===== src/rtl/core/dtsi_pkg.sv =====
// Package for the decimal text to scaled integer block.
// Holds payload structs, controller/datapath interface structs and character codes.
// Used by dtsi_ctrl, dtsi_datapath and decimal_text_to_scaled_int.
`timescale 1ns / 1ps
`default_nettype none

package dtsi_pkg;

  localparam int ACC_BITS_DEF = 256;
  localparam int OUT_BITS     = 256;
  localparam int WORD_BITS    = 64;
  localparam int CNT_W        = 7;
  localparam int CFG_IDX_W    = 1;

  localparam logic [CNT_W-1:0] MAX_DIGITS = 7'd76;
  localparam logic [CNT_W-1:0] CLASS_32_MAX  = 7'd9;
  localparam logic [CNT_W-1:0] CLASS_64_MAX  = 7'd18;
  localparam logic [CNT_W-1:0] CLASS_128_MAX = 7'd38;

  localparam logic [CNT_W-1:0] PRECISION_RST = 7'd76;
  localparam logic [CNT_W-1:0] SCALE_RST     = 7'd0;

  localparam logic [CFG_IDX_W-1:0] CFG_PRECISION = 1'b0;
  localparam logic [CFG_IDX_W-1:0] CFG_SCALE     = 1'b1;

  localparam logic [7:0] CH_ZERO  = 8'h30;
  localparam logic [7:0] CH_NINE  = 8'h39;
  localparam logic [7:0] CH_MINUS = 8'h2d;
  localparam logic [7:0] CH_DOT   = 8'h2e;

  typedef enum logic [1:0] {
    ST_OK         = 2'd0,
    ST_INT_LONG   = 2'd1,
    ST_OVERFLOW   = 2'd2,
    ST_BAD_SYMBOL = 2'd3
  } status_t;

  typedef enum logic [1:0] {
    CLS_32  = 2'd0,
    CLS_64  = 2'd1,
    CLS_128 = 2'd2,
    CLS_256 = 2'd3
  } class_t;

  typedef struct packed {
    logic [7:0] ch;
    logic       last;
  } in_item_t;

  typedef struct packed {
    logic signed [WORD_BITS-1:0] value_word3;
    logic [WORD_BITS-1:0]        value_word2;
    logic [WORD_BITS-1:0]        value_word1;
    logic [WORD_BITS-1:0]        value_word0;
    logic [1:0]                  status;
    logic [1:0]                  storage_class;
  } out_item_t;

  typedef struct packed {
    logic take;
    logic pad;
    logic finish;
  } dp_cmd_t;

  typedef struct packed {
    logic pad_done;
  } dp_sts_t;

endpackage

`default_nettype wire


===== src/rtl/core/dtsi_ctrl.sv =====
// Controller state machine of the decimal text to scaled integer block.
// Sequences character intake, zero padding and result hand-off; depends on dtsi_pkg.
`timescale 1ns / 1ps
`default_nettype none

module dtsi_ctrl (
  input  logic              clk,
  input  logic              rst_n,
  input  logic              in_valid,
  input  logic              in_last,
  output logic              in_stall,
  output logic              out_valid,
  input  logic              out_stall,
  output dtsi_pkg::dp_cmd_t cmd,
  input  dtsi_pkg::dp_sts_t sts
);
  import dtsi_pkg::*;

  typedef enum logic [2:0] {
    S_IDLE = 3'b001,
    S_PAD  = 3'b010,
    S_FIN  = 3'b100
  } state_t;

  state_t state_r, state_nxt;
  logic   out_valid_r, out_valid_nxt;

  always_comb begin
    state_nxt  = state_r;
    cmd        = '0;
    case (state_r)
      S_IDLE: begin
        if (in_valid) begin
          cmd.take = 1'b1;
          if (in_last) begin
            state_nxt = S_PAD;
          end
        end
      end
      S_PAD: begin
        if (sts.pad_done) begin
          state_nxt = S_FIN;
        end else begin
          cmd.pad = 1'b1;
        end
      end
      S_FIN: begin
        if (!out_valid_r || !out_stall) begin
          cmd.finish = 1'b1;
          state_nxt  = S_IDLE;
        end
      end
      default: begin
        state_nxt = S_IDLE;
      end
    endcase
    out_valid_nxt = cmd.finish || (out_valid_r && out_stall);
  end

  always_ff @(posedge clk) begin
    if (!rst_n) begin
      state_r     <= S_IDLE;
      out_valid_r <= 1'b0;
    end else begin
      state_r     <= state_nxt;
      out_valid_r <= out_valid_nxt;
    end
  end

  assign in_stall  = (state_r != S_IDLE);
  assign out_valid = out_valid_r;

endmodule

`default_nettype wire


===== src/rtl/core/dtsi_datapath.sv =====
// Datapath of the decimal text to scaled integer block.
// Holds the configuration registers, the magnitude accumulator with its times-ten
// adder, the parse state and the result register; depends on dtsi_pkg.
`timescale 1ns / 1ps
`default_nettype none

module dtsi_datapath #(
  parameter int ACC_BITS = dtsi_pkg::ACC_BITS_DEF
) (
  input  logic                             clk,
  input  logic                             rst_n,
  input  logic                             cfg_we,
  input  logic [dtsi_pkg::CFG_IDX_W-1:0]   cfg_index,
  input  logic [dtsi_pkg::CNT_W-1:0]       cfg_wdata,
  input  dtsi_pkg::in_item_t               in_data,
  input  dtsi_pkg::dp_cmd_t                cmd,
  output dtsi_pkg::dp_sts_t                sts,
  output dtsi_pkg::out_item_t              out_data
);
  import dtsi_pkg::*;

  localparam int EXT_BITS = ACC_BITS + 4;

  logic [CNT_W-1:0]    precision_r, scale_r;
  logic [ACC_BITS-1:0] mag_r, mag_nxt;
  logic                neg_r, neg_nxt;
  logic                first_r, first_nxt;
  logic                dot_r, dot_nxt;
  logic [CNT_W-1:0]    int_cnt_r, int_cnt_nxt;
  logic [CNT_W-1:0]    frac_cnt_r, frac_cnt_nxt;
  status_t             err_r, err_nxt;
  out_item_t           out_r;

  logic [CNT_W-1:0]    eff_prec, limit;
  logic [3:0]          add_val;
  logic [EXT_BITS-1:0] ext, sum;
  logic                ovf;
  logic [OUT_BITS-1:0] mag_ext, res;
  class_t              cls;

  always_comb begin
    eff_prec = (precision_r > MAX_DIGITS) ? MAX_DIGITS : precision_r;
    limit    = (eff_prec > scale_r) ? (eff_prec - scale_r) : '0;
    add_val  = cmd.pad ? 4'd0 : in_data.ch[3:0];
    ext      = EXT_BITS'(mag_r);
    sum      = (ext << 3) + (ext << 1) + EXT_BITS'(add_val);
    ovf      = |sum[EXT_BITS-1:ACC_BITS-1];
  end

  assign sts.pad_done = (err_r != ST_OK) || (frac_cnt_r >= scale_r);

  always_comb begin
    mag_nxt      = mag_r;
    neg_nxt      = neg_r;
    first_nxt    = first_r;
    dot_nxt      = dot_r;
    int_cnt_nxt  = int_cnt_r;
    frac_cnt_nxt = frac_cnt_r;
    err_nxt      = err_r;
    if (cmd.finish) begin
      mag_nxt      = '0;
      neg_nxt      = 1'b0;
      first_nxt    = 1'b1;
      dot_nxt      = 1'b0;
      int_cnt_nxt  = '0;
      frac_cnt_nxt = '0;
      err_nxt      = ST_OK;
    end else if (cmd.pad) begin
      if (ovf) begin
        err_nxt = ST_OVERFLOW;
      end else begin
        mag_nxt      = sum[ACC_BITS-1:0];
        frac_cnt_nxt = frac_cnt_r + 1'b1;
      end
    end else if (cmd.take) begin
      first_nxt = 1'b0;
      if (err_r == ST_OK && !(dot_r && frac_cnt_r >= scale_r)) begin
        if (in_data.ch == CH_MINUS) begin
          if (first_r) begin
            neg_nxt = 1'b1;
          end else begin
            err_nxt = ST_BAD_SYMBOL;
          end
        end else if (in_data.ch == CH_DOT && !dot_r) begin
          dot_nxt = 1'b1;
        end else if (in_data.ch inside {[CH_ZERO:CH_NINE]}) begin
          if (!dot_r && int_cnt_r >= limit) begin
            err_nxt = ST_INT_LONG;
          end else if (ovf) begin
            err_nxt = ST_OVERFLOW;
          end else begin
            mag_nxt = sum[ACC_BITS-1:0];
            if (dot_r) begin
              frac_cnt_nxt = frac_cnt_r + 1'b1;
            end else begin
              int_cnt_nxt = int_cnt_r + 1'b1;
            end
          end
        end else begin
          err_nxt = ST_BAD_SYMBOL;
        end
      end
    end
  end

  always_comb begin
    mag_ext = OUT_BITS'(mag_r);
    if (err_r != ST_OK) begin
      res = '0;
    end else if (neg_r) begin
      res = ~mag_ext + 1'b1;
    end else begin
      res = mag_ext;
    end
    case (precision_r) inside
      [7'd0:CLASS_32_MAX]:           cls = CLS_32;
      [CLASS_32_MAX+7'd1:CLASS_64_MAX]:  cls = CLS_64;
      [CLASS_64_MAX+7'd1:CLASS_128_MAX]: cls = CLS_128;
      default:                       cls = CLS_256;
    endcase
  end

  always_ff @(posedge clk) begin
    if (!rst_n) begin
      precision_r <= PRECISION_RST;
      scale_r     <= SCALE_RST;
      mag_r       <= '0;
      neg_r       <= 1'b0;
      first_r     <= 1'b1;
      dot_r       <= 1'b0;
      int_cnt_r   <= '0;
      frac_cnt_r  <= '0;
      err_r       <= ST_OK;
    end else begin
      if (cfg_we && cfg_index == CFG_PRECISION) begin
        precision_r <= cfg_wdata;
      end
      if (cfg_we && cfg_index == CFG_SCALE) begin
        scale_r <= cfg_wdata;
      end
      mag_r      <= mag_nxt;
      neg_r      <= neg_nxt;
      first_r    <= first_nxt;
      dot_r      <= dot_nxt;
      int_cnt_r  <= int_cnt_nxt;
      frac_cnt_r <= frac_cnt_nxt;
      err_r      <= err_nxt;
    end
  end

  always_ff @(posedge clk) begin
    if (cmd.finish) begin
      out_r.value_word0   <= res[WORD_BITS-1:0];
      out_r.value_word1   <= res[2*WORD_BITS-1:WORD_BITS];
      out_r.value_word2   <= res[3*WORD_BITS-1:2*WORD_BITS];
      out_r.value_word3   <= res[4*WORD_BITS-1:3*WORD_BITS];
      out_r.status        <= err_r;
      out_r.storage_class <= cls;
    end
  end

  assign out_data = out_r;

endmodule

`default_nettype wire


===== src/rtl/core/decimal_text_to_scaled_int.sv =====
// Top level of the decimal text to scaled integer block.
// Joins dtsi_ctrl and dtsi_datapath; depends on dtsi_pkg.
//
// Usage: the text enters one character per item on the in_ channel, the final
// character flagged by last. An item is taken when in_valid is high and in_stall
// is low. The block parses an optional leading minus, digits and one dot into a
// scaled 256-bit two's complement value and delivers one result item per string
// on the out_ channel, with a status code and the storage width class.
// Characters that are not the last are taken one per cycle, limited by the single
// times-ten adder on the accumulator. After the last one come the zero-padding
// steps (scale minus fractional digits seen, cut short by an error), a check and
// the hand-off, after which out_valid rises. A finished result sits in an output
// register; the block keeps taking the next string's characters while the
// receiver stalls and waits only at the hand-off of the next result. Precision
// and scale are written on the cfg_ channel, which is always ready; the user must
// write them only while the block is idle, which the block does not enforce.
// Reset restores precision 76, scale 0 and an empty string, with no result pending.
`timescale 1ns / 1ps
`default_nettype none

module decimal_text_to_scaled_int #(
  parameter int ACC_BITS = dtsi_pkg::ACC_BITS_DEF
) (
  input  logic                           clk,
  input  logic                           rst_n,
  input  logic                           in_valid,
  output logic                           in_stall,
  input  dtsi_pkg::in_item_t             in_data,
  output logic                           out_valid,
  input  logic                           out_stall,
  output dtsi_pkg::out_item_t            out_data,
  input  logic                           cfg_valid,
  output logic                           cfg_ready,
  input  logic [dtsi_pkg::CFG_IDX_W-1:0] cfg_index,
  input  logic [dtsi_pkg::CNT_W-1:0]     cfg_wdata
);
  import dtsi_pkg::*;

  dp_cmd_t cmd;
  dp_sts_t sts;

  assign cfg_ready = 1'b1;

  dtsi_ctrl u_ctrl (
    .clk       (clk),
    .rst_n     (rst_n),
    .in_valid  (in_valid),
    .in_last   (in_data.last),
    .in_stall  (in_stall),
    .out_valid (out_valid),
    .out_stall (out_stall),
    .cmd       (cmd),
    .sts       (sts)
  );

  dtsi_datapath #(
    .ACC_BITS (ACC_BITS)
  ) u_datapath (
    .clk       (clk),
    .rst_n     (rst_n),
    .cfg_we    (cfg_valid && cfg_ready),
    .cfg_index (cfg_index),
    .cfg_wdata (cfg_wdata),
    .in_data   (in_data),
    .cmd       (cmd),
    .sts       (sts),
    .out_data  (out_data)
  );

  a_err_zero: assert property (@(posedge clk) disable iff (!rst_n)
    out_valid && out_data.status != ST_OK |->
      out_data.value_word0 == '0 && out_data.value_word1 == '0 &&
      out_data.value_word2 == '0 && out_data.value_word3 == '0)
    else $error("errored result carries a nonzero value");

  a_rise_busy: assert property (@(posedge clk) disable iff (!rst_n)
    $rose(out_valid) |-> $past(in_stall))
    else $error("result appeared without a finishing string");

  a_one_cmd: assert property (@(posedge clk) disable iff (!rst_n)
    $countones({cmd.take, cmd.pad, cmd.finish}) <= 1)
    else $error("datapath got conflicting commands");

endmodule

`default_nettype wire


===== config.mk =====
export PLATFORM = sky130hd
export DESIGN_NAME = decimal_text_to_scaled_int
export DESIGN_NICKNAME = d
export VERILOG_FILES = /design/src/rtl/core/dtsi_pkg.sv /design/src/rtl/core/dtsi_ctrl.sv /design/src/rtl/core/dtsi_datapath.sv /design/src/rtl/core/decimal_text_to_scaled_int.sv
export SDC_FILE = /design/constraint.sdc
export NUM_CORES = 2
export LEC_CHECK = 0
export BUFFER_PORTS_ARGS = -buffer_cell sky130_fd_sc_hd__buf_2
export CORE_MARGIN = 10
export CORE_UTILIZATION = 57
export DETAILED_ROUTE_END_ITERATION = 6
export GPL_TIMING_DRIVEN = 0
export PLACE_DENSITY = 0.89
export SYNTH_ARGS = -nofsm -noshare
export SYNTH_HDL_FRONTEND = slang
export SYNTH_SLANG_ARGS = --single-unit
export TNS_END_PERCENT = 30

===== constraint.sdc =====
create_clock -name clk -period 6.7 [get_ports clk]
set_input_delay 0.67 -clock clk [delete_from_list [all_inputs] [get_ports clk]]
set_output_delay 0.67 -clock clk [all_outputs]
set_load 0.01 [all_outputs]

## Word level (Yosys, flattened, before mapping)

Cells that the tools add are included.

- $add $sub $neg: 6
- Order comparisons: 12
- Equal/unequal tests: 15
- Muxes and demuxes: 44
- Bitwise gates (word level): 9
- Reductions and logical operators: 35

Operator list:

| operator | count |
|---|---|
| $mux W256 | 9 |
| $add A259 B257 Y260 | 1 |
| $add A260 B4 Y260 | 1 |
| $add A256 B1 Y256 const B | 1 |
| $not A256 Y256 | 1 |
| $mux W7 | 12 |
| $mux W2 | 9 |
| $eq A8 B6 Y1 const B | 2 |
| $add A7 B1 Y7 const B | 2 |
| $ge A7 B7 Y1 | 2 |
| $mux W3 | 4 |
| $logic_and A1 B1 Y1 | 11 |
| $reduce_and A5 Y1 | 2 |
| $reduce_bool A2 Y1 | 5 |
| $pmux W3 S3 | 1 |
| $reduce_and A9 Y1 | 1 |
| $ge A8 B6 Y1 const B | 1 |
| $le A8 B6 Y1 const B | 1 |
| $mux W1 | 8 |
| $ne A2 B1 Y1 const B | 4 |
| $not A1 Y1 | 8 |
| $reduce_and A4 Y1 | 2 |
| $reduce_and A8 Y1 | 1 |
| $ge A7 B1 Y1 const B | 1 |
| 22 further kinds | 31 |

- Register bits: 553
- Input port bits: 22
- Output and inout bits: 263
- Word-level logic and storage cells: 139

## Depth between registers and ports, before layout

- Word-level depth: 15
- Depth in mapped cells: 35
- Mapped depth without buffers: 32

## Cells and area by module

A second synthesis with hierarchy kept.

- Cells, all modules: 6093
- Area total of the unflattened synthesis: 49247.2 um^2

By module, submodules not included:

| module | instances | cells each | area each (um^2) | sequential area each (um^2) |
|---|---|---|---|---|
| dtsi_datapath | 1 | 6067 | 49037.0 | 13593.0 |
| dtsi_ctrl | 1 | 24 | 198.9 | 80.1 |
| decimal_text_to_scaled_int | 1 | 2 | 11.3 | 0.0 |

## Worst setup path before layout

No wires, ideal clock.

- Path kind: register to register
- Start point: register u_datapath.frac_cnt_r[0]
- End point: register u_datapath.frac_cnt_r[6]
- Library setup time: 70 ps
- Data arrival time: 7221 ps
- Data required time: 6630 ps
- Slack: -591 ps
- Cell stages (with the launch flop): 34
- Cell sequence: dfxtp_1 inv_1 ha_1 nand2b_1 a21o_1 a21o_1 a21o_1 a21oi_1 nor2b_1 o21ai_0 nand2b_1 or4_1 clkbuf_1 nand2_1 fa_1 inv_1 ha_1 a211o_1 a21o_1 nand4_1 a21oi_1 a31oi_1 o21ai_1 a211oi_1 o31ai_1 a21oi_1 o21ai_1 a311o_1 and3_1 clkbuf_1 nor3b_1 nand4_1 or3_1 a21oi_1

- Cells in the longest elaborated chain, start to end: 10
- Elaborated cells between the ends (all ways): 30
- Those cells by class: add/sub: 2; order compare: 1; eq/ne: 3; mux: 13; bitwise: 1; reduce/logical: 10

Ends and longest elaborated chain:

| what | RTL line | source |
|---|---|---|
| start, declared | dtsi_datapath.sv:30 | `logic [CNT_W-1:0] frac_cnt_r, frac_cnt_nxt;` |
| start signal, assigned | dtsi_datapath.sv:146 | `frac_cnt_r <= frac_cnt_nxt;` |
| parallel branches: the longest is 10 deep, another holds $add A260 B4 Y260 | -- |  |

Parallel ways; which one is timed is not known. The select of a mux whose other input is x is not followed.
A chain may end at the register's enable or synchronous reset.

## Worst setup path in the final report

- Start point: register u_datapath.scale_r[0]
- End point: register u_datapath.int_cnt_r[5]

- Cells in the longest elaborated chain, start to end: 9
- Elaborated cells between the ends (all ways): 19
- Those cells by class: add/sub: 2; order compare: 3; mux: 4; bitwise: 3; reduce/logical: 7

Ends and longest elaborated chain:

| what | RTL line | source |
|---|---|---|
| start, declared | dtsi_datapath.sv:24 | `logic [CNT_W-1:0] precision_r, scale_r;` |
| start signal, assigned | dtsi_datapath.sv:139 | `scale_r <= cfg_wdata;` |
| $ge A7 B7 Y1 | dtsi_datapath.sv:50, dtsi_datapath.sv:77 |  |
| $logic_or A1 B1 Y1 | dtsi_datapath.sv:50 | `assign sts.pad_done = (err_r != ST_OK) \|\| (frac_cnt_r >= scale_r);` |
| $mux W1 | dtsi_ctrl.sv:41 | `if (sts.pad_done) begin` |
| $mux W1 | dtsi_ctrl.sv:31 | `case (state_r)` |
| $mux W4 | dtsi_datapath.sv:44 | `add_val = cmd.pad ? 4'd0 : in_data.ch[3:0];` |
| $add A260 B4 Y260 | dtsi_datapath.sv:46 | `sum = (ext << 3) + (ext << 1) + EXT_BITS'(add_val);` |
| $reduce_or A5 Y1 | dtsi_datapath.sv:47 | `ovf = \|sum[EXT_BITS-1:ACC_BITS-1];` |
| $not A1 Y1 (no source line) | -- |  |
| $reduce_and A9 Y1 (no source line) (*) | -- |  |
| end signal, assigned | dtsi_datapath.sv:145 | `int_cnt_r <= int_cnt_nxt;` |
| end, declared | dtsi_datapath.sv:29 | `logic [CNT_W-1:0] int_cnt_r, int_cnt_nxt;` |

Mark *: on every way between the ends. The rest lies on a longest branch, timed or not.

==> out/qor.txt <==
first-pass GRT wire length - 294,000 um
Hold WC Path Type - input pin to register
Yosys cell types - 87
Slew headroom - -0.0616
Slowest-stage cell, CP - or4_4
Clock Latency Late Sink - 0.68 ns
Worst R2R Path Depth - 31
cell depth of the worst setup path - 31
Final nets - 7,141
worst path required time - 7.27 ns
final hold vios - 0
CTS tree - done
status - complete, but fails checks
post-route worst setup slack - -0.610 ns
kind of critical path - register to register
Mapped Area - 47,600 sq um
die area - 95,500 sq um
vias in the first global route - 48,007
unrepaired setup endpoints after global routing - yes
GRT Total Usage - 0.399
vias - 51,741
WL/cell - 26.4 um
post-DP HPWL - 156,000 um
Initial Util - 0.577
CP Launch Type - register
Area growth syn-to-layout - 16.7%
crit path max fanout - 5
Fillers - 6,782
largest net degree at the start of global routing - 125
CP bufs+invs - 3
Placer Congestion - 1.12
Die H - 309 um
Via-to-Cell Ratio - 6.71
Tmin final - 7.31 ns
design area - 55,600 sq um
chip width - 309 um
top_reg_cell synth - dfxtp_1
post-synth net total - 6,679
antenna viol nets, final - 0
async set or reset register ratio after synthesis - 0
failing checks - design-rule violations, max-capacitance violations, max-slew violations, negative setup slack
number of synthesized flops with an enable pin - 260
peak supply drop - 0.000190 V
CP top delay family - compound AO/OA/AOI/OAI gates
layout cells sized above 1 - 0.125
grt total ovfl - 0
maximum clock frequency - 137 MHz
Seq cells post-synth - 553
clk buf depth - 3
Top-Level Pins - 285
Ys Warns - 0
Max Cap Viol - 4
Detailed Route Iter0 Violations - 6,909
clk root buf - clkbuf_16
Syn Inst Count - 6,119
H-Tree Depth - 2
Post-CTS Hold Buffers - 0
CTS clk-pin slew, worst paths - 0.06 ns
clock skew - 0.0344 ns
initial antenna violation count - 6
# rows - 105
total core area - 82,500 sq um
Inserted Clock Buffers - 60
WP data arrival - 7.88 ns
First-pass DRT Iterations - 7
DRC - 7
crit path capture type - register
LEAKAGE - 23.7 nW
Tightest Pin Transition - 1.58 ns
Largest stage delay, worst path - 0.58 ns
Pins Over Slew Limit - 20
Setup Viol. Count Final - 275
sequential-to-total area share from yosys stat - 0.287
Routed Wire Length - 204,000 um
Critical Path Most Common Cell - a21o_1
Buffers on Ports - 281
Sink Count - 553
final worst path period share - 1.09
hold-critical path depth - 3
Avg Cell Area, Syn - 7.79 sq um
setup TNS - -117.85 ns
post-placement cell area - 50,600 sq um
PwrDens - 134 nW/um^2
kinds of logic (layout without fill, tap and decap cells):
kind of cell / Yosys count / in the layout / share of synthesized area
AOI/OAI and AO/OA: 1716 / 1716 / 0.215
xor gates and xnor gates: 507 / 507 / 0.0932
adders and majority gates: 538 / 538 / 0.142
buffers and inverters: 402 / 916 / 0.0319
DFF: 553 / 553 / 0.287
muxes: 4 / 4 / 0.000840
other: 1 / 4 / 0.0000787
and+or+nand+nor: 2398 / 2398 / 0.230
per-stage QoR:
| stage | worst slack (ns) | hold WS [ns] | power (mW) | utilization | instances |
|---|---|---|---|---|---|
| after global routing | -0.735 | 0.262 | 7.56 | 0.674 | 7703 |
| after global placement | -3.48 | 0.441 | 3.92 | 0.612 | 7470 |
| final | -0.610 | 0.261 | 7.45 | 0.674 | 7706 |
| after floorplan | 0.0133 | 0.423 | 3.79 | - | 6119 |
| after CTS | -0.237 | 0.238 | 7.38 | 0.659 | 7663 |
| after detailed placement | -3.38 | 0.449 | 3.93 | 0.613 | 7475 |
synthesized netlist by cell type (17+ instances only):
cell type / count / area (sq um)
inv_1: 69 / 259
ha_1: 535 / 6690
xor2_1: 338 / 2960
o21a_1: 26 / 195
nor2_1: 616 / 2310
o21ai_0: 370 / 1850
nor3_1: 115 / 576
and3_1: 24 / 150
a211oi_1: 17 / 128
o21bai_1: 76 / 571
dfxtp_1: 293 / 5870
nor4_1: 55 / 344
xnor2_1: 169 / 1480
a21boi_0: 33 / 248
o41ai_1: 45 / 394
or3_1: 81 / 507
nand2_1: 999 / 3750
a21o_1: 147 / 1100
a21oi_1: 745 / 3730
nand2b_1: 45 / 282
nand3_1: 97 / 485
o31ai_1: 95 / 713
or4_1: 49 / 368
a31oi_1: 38 / 238
or2_2: 40 / 250
edfxtp_1: 260 / 7810
clkbuf_1: 323 / 1210
nand4_1: 191 / 1190
nor2b_1: 22 / 138
routing by layer:
layer	GRT usage	wire length (um)	vias up
met1	0.514	78800	24370
met5	0	13	-
li1	-	-	23133
met2	0.593	85000	3472
met3	0.103	24900	764
met4	0.243	15200	2
cell usage in the layout, fill, tap and decap left out, types with 16 or more instances in the layout:
cell and n:
o31ai_1 90, or2_2 39, clkbuf_1 275, nor2b_1 22
or4_1 46, and3_1 20, nand2_2 19, nor4_1 52
nand4_1 191, nand3_1 94, buf_4 91, xor2_1 337
a21oi_1 666, edfxtp_1 260, o211ai_1 16, clkbuf_16 79
buf_12 20, o21bai_1 73, xnor2_1 168, buf_8 25
or3_1 78, o41ai_1 43, o21a_1 26, buf_2 282
a31oi_1 31, inv_1 65, nand2_1 979, nor3_1 115
a21o_1 145, a21boi_0 32, nand2b_1 43, ha_1 530
dfxtp_1 289, nor2_1 611, a21oi_2 74, o21ai_0 351
repair_timing:
item,CTS,global route
setup buffers,75,25
gates resized for setup,258,202
gates cloned,1,16
endpoints found under the setup margin,285,289
pin swaps,58,87
final timing paths:
kind                                       from                                     end  slack (ns)
max reg2reg  u_datapath.scale_r[0]$_SDFFE_PN0P_    u_datapath.int_cnt_r[5]$_SDFFE_PP0P_       -0.61
max          u_datapath.scale_r[0]$_SDFFE_PN0P_    u_datapath.int_cnt_r[5]$_SDFFE_PP0P_       -0.61
min                                cfg_wdata[6]  u_datapath.precision_r[6]$_SDFFE_PN1P_        0.26
min reg2reg  u_datapath.scale_r[2]$_SDFFE_PN0P_      u_datapath.scale_r[2]$_SDFFE_PN0P_        0.47
worst min-delay path: stages:
cell and delay [ns]:
buf_2 0.10, nand2_1 0.05, nand3_1 0.07
state kept, by name, indices dropped and copies added (netlist names):
| register | count |
|---|---|
| u_datapath.frac_cnt_r | 7 |
| u_datapath.scale_r | 7 |
| u_ctrl.out_valid | 1 |
| u_datapath.mag_ext | 256 |
| u_ctrl.state_r | 3 |
| u_datapath.neg_r | 1 |
| u_datapath.err_r | 2 |
| u_datapath.first_r | 1 |
| u_datapath.int_cnt_r | 7 |
| u_datapath.precision_r | 7 |
| u_datapath.dot_r | 1 |
| u_datapath.out_data | 260 |
cell type report:
type / count / area (sq um) / area share
Clock inverter: 39 / 389 / 0.00700
Multi-Input combinational cell: 5164 / 33600 / 0.605
Antenna cell: 3 / 7.51 / 0.000135
Buffer: 330 / 1910 / 0.0344
Clock buffer: 75 / 1620 / 0.0292
Tap cell: 1070 / 1340 / 0.0241
Sequential cell: 553 / 13700 / 0.246
Inverter: 70 / 270 / 0.00486
Timing Repair Buffer: 402 / 2740 / 0.0493
power breakdown:
part           leakage (nW)  internal (mW)  switching (mW)
Clock                 0.964           1.92            1.55
Sequential             4.17           3.51         0.00974
Combinational          18.6          0.137           0.317
No activity file was read; power rests on OpenSTA's default activity.
